## config.mk

```make
export PLATFORM = sky130hd
export DESIGN_NAME = sorted_breakpoint_interpolator_core
export DESIGN_NICKNAME = d
export VERILOG_FILES = /design/src/sv/sbi_pkg.sv /design/src/sv/sorted_breakpoint_interpolator_core.sv /design/src/sv/sbi_ram.sv /design/src/sv/sbi_datapath.sv /design/src/sv/sbi_ctrl.sv
export SDC_FILE = /design/constraint.sdc
export NUM_CORES = 2
export LEC_CHECK = 0
export BUFFER_PORTS_ARGS = -buffer_cell sky130_fd_sc_hd__buf_2
export CORE_ASPECT_RATIO = 1.75
export CORE_MARGIN = 2
export CORE_UTILIZATION = 52
export DETAILED_ROUTE_END_ITERATION = 8
export HOLD_SLACK_MARGIN = 0.03
export PLACE_DENSITY_LB_ADDON = 0.08
export SLEW_MARGIN = 15
export SYNTH_ARGS = -nofsm -noshare
export SYNTH_HDL_FRONTEND = slang
export SYNTH_SLANG_ARGS = --single-unit
```

## constraint.sdc

```tcl
create_clock -name i_clk -period 7.5 [get_ports i_clk]
set_clock_uncertainty 0.1 [all_clocks]
set_input_delay 0.375 -clock i_clk [delete_from_list [all_inputs] [get_ports i_clk]]
set_output_delay 0.375 -clock i_clk [all_outputs]
set_load 0.01 [all_outputs]
```

## src/sv/sbi_pkg.sv

```systemverilog
package sbi_pkg;

    // Table geometry
    localparam int MAX_BREAKPOINTS = 16;
    localparam int ADDR_W          = $clog2(MAX_BREAKPOINTS);
    localparam int CNT_W           = $clog2(MAX_BREAKPOINTS + 1);
    localparam int DATA_W          = 16;
    localparam int ENTRY_W         = 2 * DATA_W;

    // Serial divider: one quotient bit per step
    localparam int DIV_STEPS = DATA_W;
    localparam int DIV_CNT_W = $clog2(DIV_STEPS + 1);

    // Opcodes
    localparam logic OP_INSERT = 1'b0;
    localparam logic OP_QUERY  = 1'b1;

    // Result status codes
    localparam logic [1:0] ST_INSERTED = 2'd0;
    localparam logic [1:0] ST_REFUSED  = 2'd1;
    localparam logic [1:0] ST_ANSWERED = 2'd2;

    typedef enum logic [2:0] {
        S_IDLE,
        S_INS_STEP,
        S_Q_FIRST,
        S_Q_LAST,
        S_Q_SCAN,
        S_MUL,
        S_DIV_INIT,
        S_DIV
    } t_state;

    // Table read address source
    typedef enum logic [1:0] {
        RD_CNT_M1,
        RD_IDX_M2,
        RD_ZERO,
        RD_IDX_P1
    } t_rd_sel;

    // Walk index update
    typedef enum logic [2:0] {
        IDX_HOLD,
        IDX_LOAD_CNT,
        IDX_CLEAR,
        IDX_DEC,
        IDX_INC
    } t_idx_op;

    // Table write data source
    typedef enum logic {
        WR_SHIFT,
        WR_NEW
    } t_wr_sel;

    // Result value source
    typedef enum logic [1:0] {
        RES_ZERO,
        RES_RD_Y,
        RES_INTERP
    } t_res_sel;

    typedef struct packed {
        logic       load_item;
        logic       rd_en;
        t_rd_sel    rd_sel;
        t_idx_op    idx_op;
        logic       wr_en;
        t_wr_sel    wr_sel;
        logic       cnt_inc;
        logic       prev_load;
        logic       diff_load;
        logic       mul_load;
        logic       div_start;
        logic       div_step;
        logic       res_load;
        t_res_sel   res_sel;
        logic [1:0] res_status;
    } t_dp_cmd;

    typedef struct packed {
        logic cnt_zero;
        logic cnt_full;
        logic idx_zero;
        logic ins_shift;   // read entry x above the new x
        logic scan_hit;    // read entry x at or above the query
        logic last_hit;    // query at or above the read entry x
        logic div_done;
    } t_dp_stat;

endpackage

```

## src/sv/sorted_breakpoint_interpolator_core.sv

```systemverilog
// Insert: larger entries are shifted up (0 to 15 of them), then the new pair is written and strobed.
// Refused insert or query on an empty table: strobe in the cycle after accept.
// Query at or below the first x is answered from S_Q_FIRST; at or above the last x, from S_Q_LAST.
// Interpolated query: walk to the upper neighbor, then a multiply and a 16-step divide.
// A new transaction is taken in the strobe cycle; results cannot be stalled.
// Synchronous active-low reset empties the table; table storage is not cleared.
module sorted_breakpoint_interpolator_core import sbi_pkg::*; (
    input  logic                     i_clk,
    input  logic                     i_rst_n,
    input  logic                     start,
    output logic                     busy,
    input  logic                     i_opcode,
    input  logic signed [DATA_W-1:0] i_x_value,
    input  logic signed [DATA_W-1:0] i_y_value,
    output logic                     o_strobe,
    output logic [1:0]               o_status,
    output logic signed [DATA_W-1:0] o_y_result
);

    t_dp_cmd  w_cmd;
    t_dp_stat w_stat;

    // Sequencer
    sbi_ctrl u_ctrl (
        .i_clk    (i_clk),
        .i_rst_n  (i_rst_n),
        .start    (start),
        .i_opcode (i_opcode),
        .i_stat   (w_stat),
        .o_cmd    (w_cmd),
        .busy     (busy)
    );

    // Table, interpolation arithmetic and result register
    sbi_datapath u_datapath (
        .i_clk      (i_clk),
        .i_rst_n    (i_rst_n),
        .i_cmd      (w_cmd),
        .i_x_value  (i_x_value),
        .i_y_value  (i_y_value),
        .o_stat     (w_stat),
        .o_strobe   (o_strobe),
        .o_status   (o_status),
        .o_y_result (o_y_result)
    );

endmodule

```

## src/sv/sbi_ram.sv

```systemverilog
module sbi_ram #(
    parameter int WIDTH = 32,
    parameter int DEPTH = 16
) (
    input  logic                     i_clk,
    input  logic                     i_wr_en,
    input  logic [$clog2(DEPTH)-1:0] i_wr_addr,
    input  logic [WIDTH-1:0]         i_wr_data,
    input  logic                     i_rd_en,
    input  logic [$clog2(DEPTH)-1:0] i_rd_addr,
    output logic [WIDTH-1:0]         o_rd_data
);

    logic [WIDTH-1:0] r_mem [DEPTH];
    logic [WIDTH-1:0] r_rd_data;

    // One write port, one registered read port; read data holds when idle
    always_ff @(posedge i_clk) begin
        if (i_wr_en) begin
            r_mem[i_wr_addr] <= i_wr_data;
        end
        if (i_rd_en) begin
            r_rd_data <= r_mem[i_rd_addr];
        end
    end

    assign o_rd_data = r_rd_data;

endmodule

```

## src/sv/sbi_datapath.sv

```systemverilog
module sbi_datapath import sbi_pkg::*; (
    input  logic                     i_clk,
    input  logic                     i_rst_n,
    input  t_dp_cmd                  i_cmd,
    input  logic signed [DATA_W-1:0] i_x_value,
    input  logic signed [DATA_W-1:0] i_y_value,
    output t_dp_stat                 o_stat,
    output logic                     o_strobe,
    output logic [1:0]               o_status,
    output logic signed [DATA_W-1:0] o_y_result
);

    logic [CNT_W-1:0]          r_count;
    logic [CNT_W-1:0]          r_idx;
    logic signed [DATA_W-1:0]  r_x_item;
    logic signed [DATA_W-1:0]  r_y_item;
    logic signed [DATA_W-1:0]  r_x0;
    logic signed [DATA_W-1:0]  r_y0;
    logic                      r_neg;
    logic [DATA_W-1:0]         r_dy_mag;
    logic [DATA_W-1:0]         r_dx;
    logic [DATA_W-1:0]         r_den;
    logic [2*DATA_W-1:0]       r_prod;
    logic [DATA_W-1:0]         r_rem;
    logic [DATA_W-1:0]         r_low;
    logic [DATA_W-1:0]         r_quo;
    logic [DIV_CNT_W-1:0]      r_div_cnt;
    logic                      r_strobe;
    logic [1:0]                r_status;
    logic signed [DATA_W-1:0]  r_y_result;

    logic [CNT_W-1:0]          w_rd_idx;
    logic [ENTRY_W-1:0]        w_rd_data;
    logic [ENTRY_W-1:0]        w_wr_data;
    logic signed [DATA_W-1:0]  w_rd_x;
    logic signed [DATA_W-1:0]  w_rd_y;
    logic signed [DATA_W:0]    w_dy;
    logic signed [DATA_W:0]    w_dy_abs;
    logic signed [DATA_W:0]    w_dx;
    logic signed [DATA_W:0]    w_den;
    logic [DATA_W:0]           w_shift;
    logic [DATA_W:0]           w_trial;
    logic signed [DATA_W:0]    w_quo_s;
    logic signed [DATA_W:0]    w_y_sum;
    logic signed [DATA_W-1:0]  w_y_sel;

    // Read address of the breakpoint table
    always_comb begin
        case (i_cmd.rd_sel)
            RD_CNT_M1: w_rd_idx = r_count - CNT_W'(1);
            RD_IDX_M2: w_rd_idx = r_idx - CNT_W'(2);
            RD_ZERO:   w_rd_idx = '0;
            RD_IDX_P1: w_rd_idx = r_idx + CNT_W'(1);
            default:   w_rd_idx = '0;
        endcase
    end

    assign w_wr_data = (i_cmd.wr_sel == WR_NEW) ? {r_x_item, r_y_item} : w_rd_data;

    // Breakpoint table, entry = {x, y}
    sbi_ram #(
        .WIDTH (ENTRY_W),
        .DEPTH (MAX_BREAKPOINTS)
    ) u_table (
        .i_clk     (i_clk),
        .i_wr_en   (i_cmd.wr_en),
        .i_wr_addr (r_idx[ADDR_W-1:0]),
        .i_wr_data (w_wr_data),
        .i_rd_en   (i_cmd.rd_en),
        .i_rd_addr (w_rd_idx[ADDR_W-1:0]),
        .o_rd_data (w_rd_data)
    );

    assign w_rd_x = w_rd_data[ENTRY_W-1:DATA_W];
    assign w_rd_y = w_rd_data[DATA_W-1:0];

    // Segment differences against the lower neighbor
    assign w_dy     = {w_rd_y[DATA_W-1], w_rd_y} - {r_y0[DATA_W-1], r_y0};
    assign w_dy_abs = w_dy[DATA_W] ? -w_dy : w_dy;
    assign w_dx     = {r_x_item[DATA_W-1], r_x_item} - {r_x0[DATA_W-1], r_x0};
    assign w_den    = {w_rd_x[DATA_W-1], w_rd_x} - {r_x0[DATA_W-1], r_x0};

    // Restoring divider step; remainder always stays below the divisor
    assign w_shift = {r_rem, r_low[DATA_W-1]};
    assign w_trial = w_shift - {1'b0, r_den};

    // Signed quotient added to the lower y
    assign w_quo_s = r_neg ? -$signed({1'b0, r_quo}) : $signed({1'b0, r_quo});
    assign w_y_sum = {r_y0[DATA_W-1], r_y0} + w_quo_s;

    always_comb begin
        case (i_cmd.res_sel)
            RES_ZERO:   w_y_sel = '0;
            RES_RD_Y:   w_y_sel = w_rd_y;
            RES_INTERP: w_y_sel = w_y_sum[DATA_W-1:0];
            default:    w_y_sel = '0;
        endcase
    end

    // Control registers: point count and result strobe
    always_ff @(posedge i_clk) begin
        if (!i_rst_n) begin
            r_count  <= '0;
            r_strobe <= 1'b0;
        end else begin
            if (i_cmd.cnt_inc) begin
                r_count <= r_count + CNT_W'(1);
            end
            r_strobe <= i_cmd.res_load;
        end
    end

    // Walk index
    always_ff @(posedge i_clk) begin
        case (i_cmd.idx_op)
            IDX_LOAD_CNT: r_idx <= r_count;
            IDX_CLEAR:    r_idx <= '0;
            IDX_DEC:      r_idx <= r_idx - CNT_W'(1);
            IDX_INC:      r_idx <= r_idx + CNT_W'(1);
            default:      r_idx <= r_idx;
        endcase
    end

    // Payload registers
    always_ff @(posedge i_clk) begin
        if (i_cmd.load_item) begin
            r_x_item <= i_x_value;
            r_y_item <= i_y_value;
        end
        if (i_cmd.prev_load) begin
            r_x0 <= w_rd_x;
            r_y0 <= w_rd_y;
        end
        if (i_cmd.diff_load) begin
            r_neg    <= w_dy[DATA_W];
            r_dy_mag <= w_dy_abs[DATA_W-1:0];
            r_dx     <= w_dx[DATA_W-1:0];
            r_den    <= w_den[DATA_W-1:0];
        end
        if (i_cmd.mul_load) begin
            r_prod <= r_dy_mag * r_dx;
        end
        if (i_cmd.div_start) begin
            r_rem     <= r_prod[2*DATA_W-1:DATA_W];
            r_low     <= r_prod[DATA_W-1:0];
            r_quo     <= '0;
            r_div_cnt <= '0;
        end else if (i_cmd.div_step) begin
            if (!w_trial[DATA_W]) begin
                r_rem <= w_trial[DATA_W-1:0];
            end else begin
                r_rem <= w_shift[DATA_W-1:0];
            end
            r_quo     <= {r_quo[DATA_W-2:0], ~w_trial[DATA_W]};
            r_low     <= {r_low[DATA_W-2:0], 1'b0};
            r_div_cnt <= r_div_cnt + DIV_CNT_W'(1);
        end
        if (i_cmd.res_load) begin
            r_status   <= i_cmd.res_status;
            r_y_result <= w_y_sel;
        end
    end

    // Status back to the controller
    assign o_stat.cnt_zero  = (r_count == '0);
    assign o_stat.cnt_full  = (r_count == CNT_W'(MAX_BREAKPOINTS));
    assign o_stat.idx_zero  = (r_idx == '0);
    assign o_stat.ins_shift = (w_rd_x > r_x_item);
    assign o_stat.scan_hit  = (w_rd_x >= r_x_item);
    assign o_stat.last_hit  = (r_x_item >= w_rd_x);
    assign o_stat.div_done  = (r_div_cnt == DIV_CNT_W'(DIV_STEPS));

    assign o_strobe   = r_strobe;
    assign o_status   = r_status;
    assign o_y_result = r_y_result;

endmodule

```

## src/sv/sbi_ctrl.sv

```systemverilog
module sbi_ctrl import sbi_pkg::*; (
    input  logic     i_clk,
    input  logic     i_rst_n,
    input  logic     start,
    input  logic     i_opcode,
    input  t_dp_stat i_stat,
    output t_dp_cmd  o_cmd,
    output logic     busy
);

    t_state  r_state;
    t_state  n_state;
    t_dp_cmd w_cmd;

    // State register
    always_ff @(posedge i_clk) begin
        if (!i_rst_n) begin
            r_state <= S_IDLE;
        end else begin
            r_state <= n_state;
        end
    end

    // Next state and datapath commands
    always_comb begin
        n_state           = r_state;
        w_cmd.load_item   = 1'b0;
        w_cmd.rd_en       = 1'b0;
        w_cmd.rd_sel      = RD_CNT_M1;
        w_cmd.idx_op      = IDX_HOLD;
        w_cmd.wr_en       = 1'b0;
        w_cmd.wr_sel      = WR_SHIFT;
        w_cmd.cnt_inc     = 1'b0;
        w_cmd.prev_load   = 1'b0;
        w_cmd.diff_load   = 1'b0;
        w_cmd.mul_load    = 1'b0;
        w_cmd.div_start   = 1'b0;
        w_cmd.div_step    = 1'b0;
        w_cmd.res_load    = 1'b0;
        w_cmd.res_sel     = RES_ZERO;
        w_cmd.res_status  = ST_ANSWERED;

        case (r_state)
            S_IDLE: begin
                if (start) begin
                    w_cmd.load_item = 1'b1;
                    if (i_opcode == OP_INSERT) begin
                        if (i_stat.cnt_full) begin
                            w_cmd.res_load   = 1'b1;
                            w_cmd.res_status = ST_REFUSED;
                        end else begin
                            // read the top entry, start shifting from the count
                            w_cmd.idx_op = IDX_LOAD_CNT;
                            w_cmd.rd_en  = 1'b1;
                            w_cmd.rd_sel = RD_CNT_M1;
                            n_state      = S_INS_STEP;
                        end
                    end else begin
                        if (i_stat.cnt_zero) begin
                            w_cmd.res_load   = 1'b1;
                            w_cmd.res_status = ST_ANSWERED;
                        end else begin
                            w_cmd.rd_en  = 1'b1;
                            w_cmd.rd_sel = RD_ZERO;
                            w_cmd.idx_op = IDX_CLEAR;
                            n_state      = S_Q_FIRST;
                        end
                    end
                end
            end

            // Move one larger entry up per cycle, then drop the new pair in
            S_INS_STEP: begin
                w_cmd.wr_en = 1'b1;
                if (!i_stat.idx_zero && i_stat.ins_shift) begin
                    w_cmd.wr_sel = WR_SHIFT;
                    w_cmd.idx_op = IDX_DEC;
                    w_cmd.rd_en  = 1'b1;
                    w_cmd.rd_sel = RD_IDX_M2;
                end else begin
                    w_cmd.wr_sel     = WR_NEW;
                    w_cmd.cnt_inc    = 1'b1;
                    w_cmd.res_load   = 1'b1;
                    w_cmd.res_status = ST_INSERTED;
                    n_state          = S_IDLE;
                end
            end

            // Clamp at or below the first breakpoint; this wins over the last
            S_Q_FIRST: begin
                if (i_stat.scan_hit) begin
                    w_cmd.res_load   = 1'b1;
                    w_cmd.res_sel    = RES_RD_Y;
                    w_cmd.res_status = ST_ANSWERED;
                    n_state          = S_IDLE;
                end else begin
                    w_cmd.prev_load = 1'b1;
                    w_cmd.rd_en     = 1'b1;
                    w_cmd.rd_sel    = RD_CNT_M1;
                    n_state         = S_Q_LAST;
                end
            end

            // Clamp at or above the last breakpoint
            S_Q_LAST: begin
                if (i_stat.last_hit) begin
                    w_cmd.res_load   = 1'b1;
                    w_cmd.res_sel    = RES_RD_Y;
                    w_cmd.res_status = ST_ANSWERED;
                    n_state          = S_IDLE;
                end else begin
                    // entry 0 already held as the lower neighbor, scan from 1
                    w_cmd.rd_en  = 1'b1;
                    w_cmd.rd_sel = RD_IDX_P1;
                    w_cmd.idx_op = IDX_INC;
                    n_state      = S_Q_SCAN;
                end
            end

            // Walk up to the first entry at or above the query
            S_Q_SCAN: begin
                if (i_stat.scan_hit) begin
                    w_cmd.diff_load = 1'b1;
                    n_state         = S_MUL;
                end else begin
                    w_cmd.prev_load = 1'b1;
                    w_cmd.idx_op    = IDX_INC;
                    w_cmd.rd_en     = 1'b1;
                    w_cmd.rd_sel    = RD_IDX_P1;
                end
            end

            S_MUL: begin
                w_cmd.mul_load = 1'b1;
                n_state        = S_DIV_INIT;
            end

            S_DIV_INIT: begin
                w_cmd.div_start = 1'b1;
                n_state         = S_DIV;
            end

            S_DIV: begin
                if (i_stat.div_done) begin
                    w_cmd.res_load   = 1'b1;
                    w_cmd.res_sel    = RES_INTERP;
                    w_cmd.res_status = ST_ANSWERED;
                    n_state          = S_IDLE;
                end else begin
                    w_cmd.div_step = 1'b1;
                end
            end

            default: begin
                n_state = S_IDLE;
            end
        endcase
    end

    assign o_cmd = w_cmd;
    assign busy  = (r_state != S_IDLE);

endmodule

```

After elaboration in Yosys (flattened, before gate mapping)
Memory sizes are Yosys's and may differ from the RTL's. A register that Yosys moved wholly into a read port is not among the register bits. Cells that the tools add are included.

Equality and inequality tests: 24. Reduce and logical (&&, ||, !) cells: 11. Multiply operators: 1. Add/subtract/negate cells: 13. Order comparisons: 3. Bitwise gates (word level): 1. Muxes and demuxes: 58.

Operator list (count): $mux 16 (7); $mux 6 (6); $ge 16x16->1 (2); $mul 16x16->32 (1); $mux 32 (1); $neg 16->16 (2); $pmux 16 s2 (1); $sub 16x16->16 (2); $mux 3 (10); $pmux 3 s8 (1); $pmux 5 s4 (1); $sub 16x16->17 (1); $sub 17x16->17 (1); $add 16x16->16 (1); $gt 16x16->1 (1); $mux 1 (16); $pmux 4 s4 (1); $add 5x1->5 const B (3); $eq 3x3->1 const B (5); $mux 5 (3); $pmux 3 s5 (1); $eq 3x2->1 const B (4); $pmux 3 s4 (1); $eq 5x5->1 const B (2); other kinds (25) (37).

Bits of input ports: 36. Memories: 1. RAM bits: 512. Logic and storage cells: 131. Register bits after elaboration: 230. Output and inout bits: 20.

Memory list: u_datapath.u_table.r_mem (words 16, bits a word 32, read ports 1, clocked after memory_dff 1, wr ports 1, line sbi_ram.sv:14) `logic [WIDTH-1:0] r_mem [DEPTH];`.

Depth between registers and ports, before layout
Depth after elaboration: 7. Gate-level depth with buffers: 24. Mapped depth without buffers: 23.

Modules after synthesis
From an unflattened synthesis, not the netlist that was laid out.

Cell total of the unflattened synthesis: 3101. Area total of the unflattened synthesis: 42355.6 um^2.

Modules (own cells, without submodules): sbi_datapath (cells an instance 2197, sequential area each 6546.3 um^2, instances 1, area an instance 21702.1 um^2); sbi_ram (cells an instance 838, sequential area each 16335.7 um^2, instances 1, area an instance 20155.6 um^2); sbi_ctrl (cells an instance 66, sequential area each 60.1 um^2, instances 1, area an instance 498.0 um^2).

Least setup slack after synthesis
No wires, ideal clock.

Path kind: register to register. Start point: register u_datapath.u_table.r_rd_data[29], in the netlist u_datapath.u_table.o_rd_data[29], read port of u_datapath.u_table.r_mem. End point: register u_datapath.u_table.r_rd_data[0], in the netlist u_datapath.u_table.o_rd_data[0], read port of u_datapath.u_table.r_mem (enable). Period minus slack after synthesis: 6311 ps. Path buffers: 0. Setup time: 533 ps. Stages on the path, launching flop included: 8. Data required time: 6867 ps. Setup slack: 1189 ps. Arrival: 5678 ps. Path through: edfxtp_1 ha_1 a211oi_1 o21ai_1 o211ai_1 a41oi_4 or2_2 o311ai_0.

RTL lines: from (decl) (line sbi_ram.sv:15) `logic [WIDTH-1:0] r_rd_data;`.

Final worst setup path
Start point: register u_datapath.r_dx[1]. End point: register u_datapath.r_prod[28], data pin.

Word-level cells in the longest chain between the ends: 1.

Ends and longest elaborated chain: from (decl) (line sbi_datapath.sv:21) `logic [DATA_W-1:0] r_dx;`; from (signal assigned) (line sbi_datapath.sv:137) `r_dx <= w_dx[DATA_W-1:0];`; $mul 16x16->32 (line sbi_datapath.sv:141) `r_prod <= r_dy_mag * r_dx;`; to (signal assigned) (line sbi_datapath.sv:141); to (decl) (line sbi_datapath.sv:23) `logic [2*DATA_W-1:0] r_prod;`.

No other way between the ends. A chain may end at the register's enable or synchronous reset.

==> results_dict.tcl <==
set metrics [dict create \
    dp_cells 4482 \
    avgViaCountPerCell 5.86 \
    cts_buffer_depth 3 \
    fmax_ghz 0.146 \
    holdPathStages 2 \
    avgSynthCellArea_um2 12.3 \
    ioPinCount 56 \
    hold_ws_ns 0.106 \
    dr.first_iter.drc_count 1805 \
    area_delta_synth_final_pct 10.6 \
    synthTopCellsByArea "edfxtp_1 (53%), fa_1 (9.4%), ha_1 (6.3%)" \
    p_sw_frac 0.365 \
    required_ns 7.81 \
    yosysSeqAreaShare 0.541 \
    start_util 0.525 \
    die_y_um 382 \
    p_switching_mw 5.68 \
    rrSetupSlack_ns 0.66 \
    min_to "u_datapath.o_status[0]" \
    largest_register_ffs 512 \
    drc_errors 0 \
    setup_violations 0 \
    hp-class "input port to register" \
    ctsResizeCount 0 \
    end_kind "register" \
    syn_nets 3895 \
    grt_max_degree 136 \
    drtPass1Iterations 5 \
    pwr-share-seq 0.392 \
    num-fill-cells 6622 \
    fp.coreArea_um2 80800 \
    vias 27200 \
    antenna_found_initial 2 \
    dieArea_um2 83900 \
    start_kind "register" \
    setup_tns_ns 0 \
    power_per_cell_area_nw_per_um2 332 \
    wire_per_inst_um 24.5 \
    cts_made_buffers 73 \
    synth.ff_latch_count 774 \
    vdd_drop_max_mv 0.362 \
    rows 138 \
    drv_cap 0 \
    track_usage 0.275 \
    p_clk_frac 0.244 \
    cts_tree "done" \
    wirelength_um 114000 \
    reg2reg_from "u_datapath.r_dx[1]" \
    syn_area_um2 42400 \
    stdcell_count 4649 \
    largest_register "u_datapath.u_table.r_mem" \
    post-route-util 0.581 \
    yosys.area.top_type_share 0.527 \
    fin_crit_ns 6.84 \
    r2r-end "u_datapath.r_prod[28]" \
    place.port_buffers 55 \
    place.gp.congestion 0.910 \
    grt_pass1_vias 28300 \
    yosysWarnings 0 \
    min_from "i_opcode" \
    power_leakage_nw 18.4 \
    synth_flop_cell "edfxtp_1" \
    drive_above_1_share 0.0839 \
    rsz0062_at_grt "no" \
    grt.overflow.total 0 \
    htreeDepth 3 \
    reg2regPathDepth 21 \
    drtAntennaViolNets 0 \
    tightest_slew_ns 1.18 \
    slew_viol_final 0 \
    slew_headroom 0.210 \
    netlist.top_cell.by_area "edfxtp_1" \
    cts.sinks 774 \
    min_period_over_period 0.912 \
    arrival_ns 7.15 \
    yosysUniqueCellTypes 76 \
    cts-root-buf "clkbuf_16" \
    hold_viol_final 0 \
    crit_type "register to register" \
    synth_edf_count 744 \
    nNetsFinal 3988 \
    p_comb_frac 0.364 \
    synthCells 3447 \
    status "completed" \
    grt_pass1_wl_um 169000 \
    final_common_cell "edfxtp_1" \
    insertion_delay_ns 0.67 \
    mostFrequentLayoutCells "edfxtp_1 (744), nand2_1 (570), inv_1 (342), ha_1 (213), fa_1 (199)" \
    post-dp-hpwl_um 76500 \
    synthArstFlopShare 0 \
    dieWidth_um 220 \
    fin_total_pwr_mw 15.6 \
    clk_pin_slew_ns 0.07 \
    intPower_mw 9.88 \
    crit_fanout 16 \
]
-- cell usage after synthesis, types with 19 or more instances --
| master | instances |
|---|---|
| nor2_1 | 122 |
| xor2_1 | 30 |
| clkbuf_1 | 74 |
| and2_1 | 127 |
| edfxtp_1 | 744 |
| nor3_1 | 56 |
| mux2i_1 | 142 |
| mux2_2 | 32 |
| nand2_1 | 570 |
| o21ai_0 | 83 |
| ha_1 | 213 |
| a32oi_1 | 128 |
| nor2b_1 | 20 |
| fa_1 | 199 |
| nand2b_1 | 19 |
| xnor2_1 | 91 |
| nand3_1 | 39 |
| and4_1 | 34 |
| a21oi_1 | 60 |
| dfxtp_1 | 30 |
| buf_2 | 41 |
| inv_1 | 343 |
-- per-layer routing --
layer,up-vias,routed length [um],GRT usage,share of wire
li1,12400,-,-,-
met1,13800,39400,0.293,0.35
met2,805,62200,0.514,0.55
met3,290,5050,0.0325,0.044
met4,4,7200,0.160,0.063
met5,-,33,0,0.00029
-- worst max-delay path by stage --
stage,from,end,slack [ns],depth (start not counted)
finish,u_datapath.r_dx[1],u_datapath.r_prod[28],0.66,21
global route,u_datapath.r_dx[1],u_datapath.r_prod[28],0.38,21
CTS,u_datapath.r_dx[1],u_datapath.r_prod[28],0.68,21
detailed placement,u_datapath.r_dx[1],u_datapath.r_prod[28],0.69,21
global placement,u_datapath.r_dx[7],u_datapath.r_prod[31],0.76,23
floorplan,u_datapath.u_table.o_rd_data[29],u_datapath.u_table.o_rd_data[0],1.19,7
-- critical path: stages, from the launching register on --
cell      delay, ns
edfxtp_1       0.77
nand2_1        0.17
fa_1           0.54
fa_1           0.57
inv_1          0.06
fa_1           0.48
fa_1           0.50
fa_1           0.49
inv_1          0.05
fa_1           0.47
inv_1          0.05
ha_1           0.36
and3_1         0.23
a31oi_1        0.15
o21ai_0        0.20
a311o_1        0.36
nand2_1        0.19
a2111o_1       0.20
nand4_1        0.14
a31o_2         0.26
a21oi_1        0.16
xnor2_1        0.08
-- per-stage QoR --
step / instance area, um2 / setup WS (ns)
3_5_place_dp: 44100 / 0.689
4_1_cts: 46900 / 0.683
3_3_place_gp: 44100 / 0.765
6_report: 46900 / 0.662
2_1_floorplan: 42400 / 1.19
5_1_grt: 46900 / 0.377
-- cell families (layout without fill, tap and decap cells) --
family,after synthesis,in the layout,synth area share
xor gates and xnor gates,121,121,0.0250
and+or+nand+nor,1061,1061,0.116
muxes,175,175,0.0424
buffers and inverters,472,623,0.0435
AOI/OAI and AO/OA,432,432,0.0748
adders and majority gates,412,412,0.157
DFF,774,774,0.541
other,0,1,0
-- what timing repair did --
item	4_1_cts	5_1_grt
endpoints found under the hold margin	41	0
buffers inserted	0	0
hold buffers	33	0
-- power groups by stage --
stage / sequential [mW] / clock (mW) / combinational (mW)
floorplan: 6.03 / 0 / 3.83
detailed placement: 6.19 / 0 / 5.66
global placement: 6.19 / 0 / 5.52
finish: 6.11 / 3.79 / 5.67
global route: 6.13 / 4.02 / 6.18
CTS: 6.10 / 3.87 / 5.70
-- layout make-up --
type                    instances  area, um2  share of cell area
inverters                     343       1290              0.0274
flip-flops and latches        774      22900               0.489
repair buffers                147       1070              0.0229
multi-input cells            2201      17800               0.380
clock buffers                  85       1870              0.0399
diodes                          1       2.50           0.0000533
clock inverters                48        581              0.0124
well taps                    1050       1310              0.0280
No activity file was read; power rests on OpenSTA's default activity.
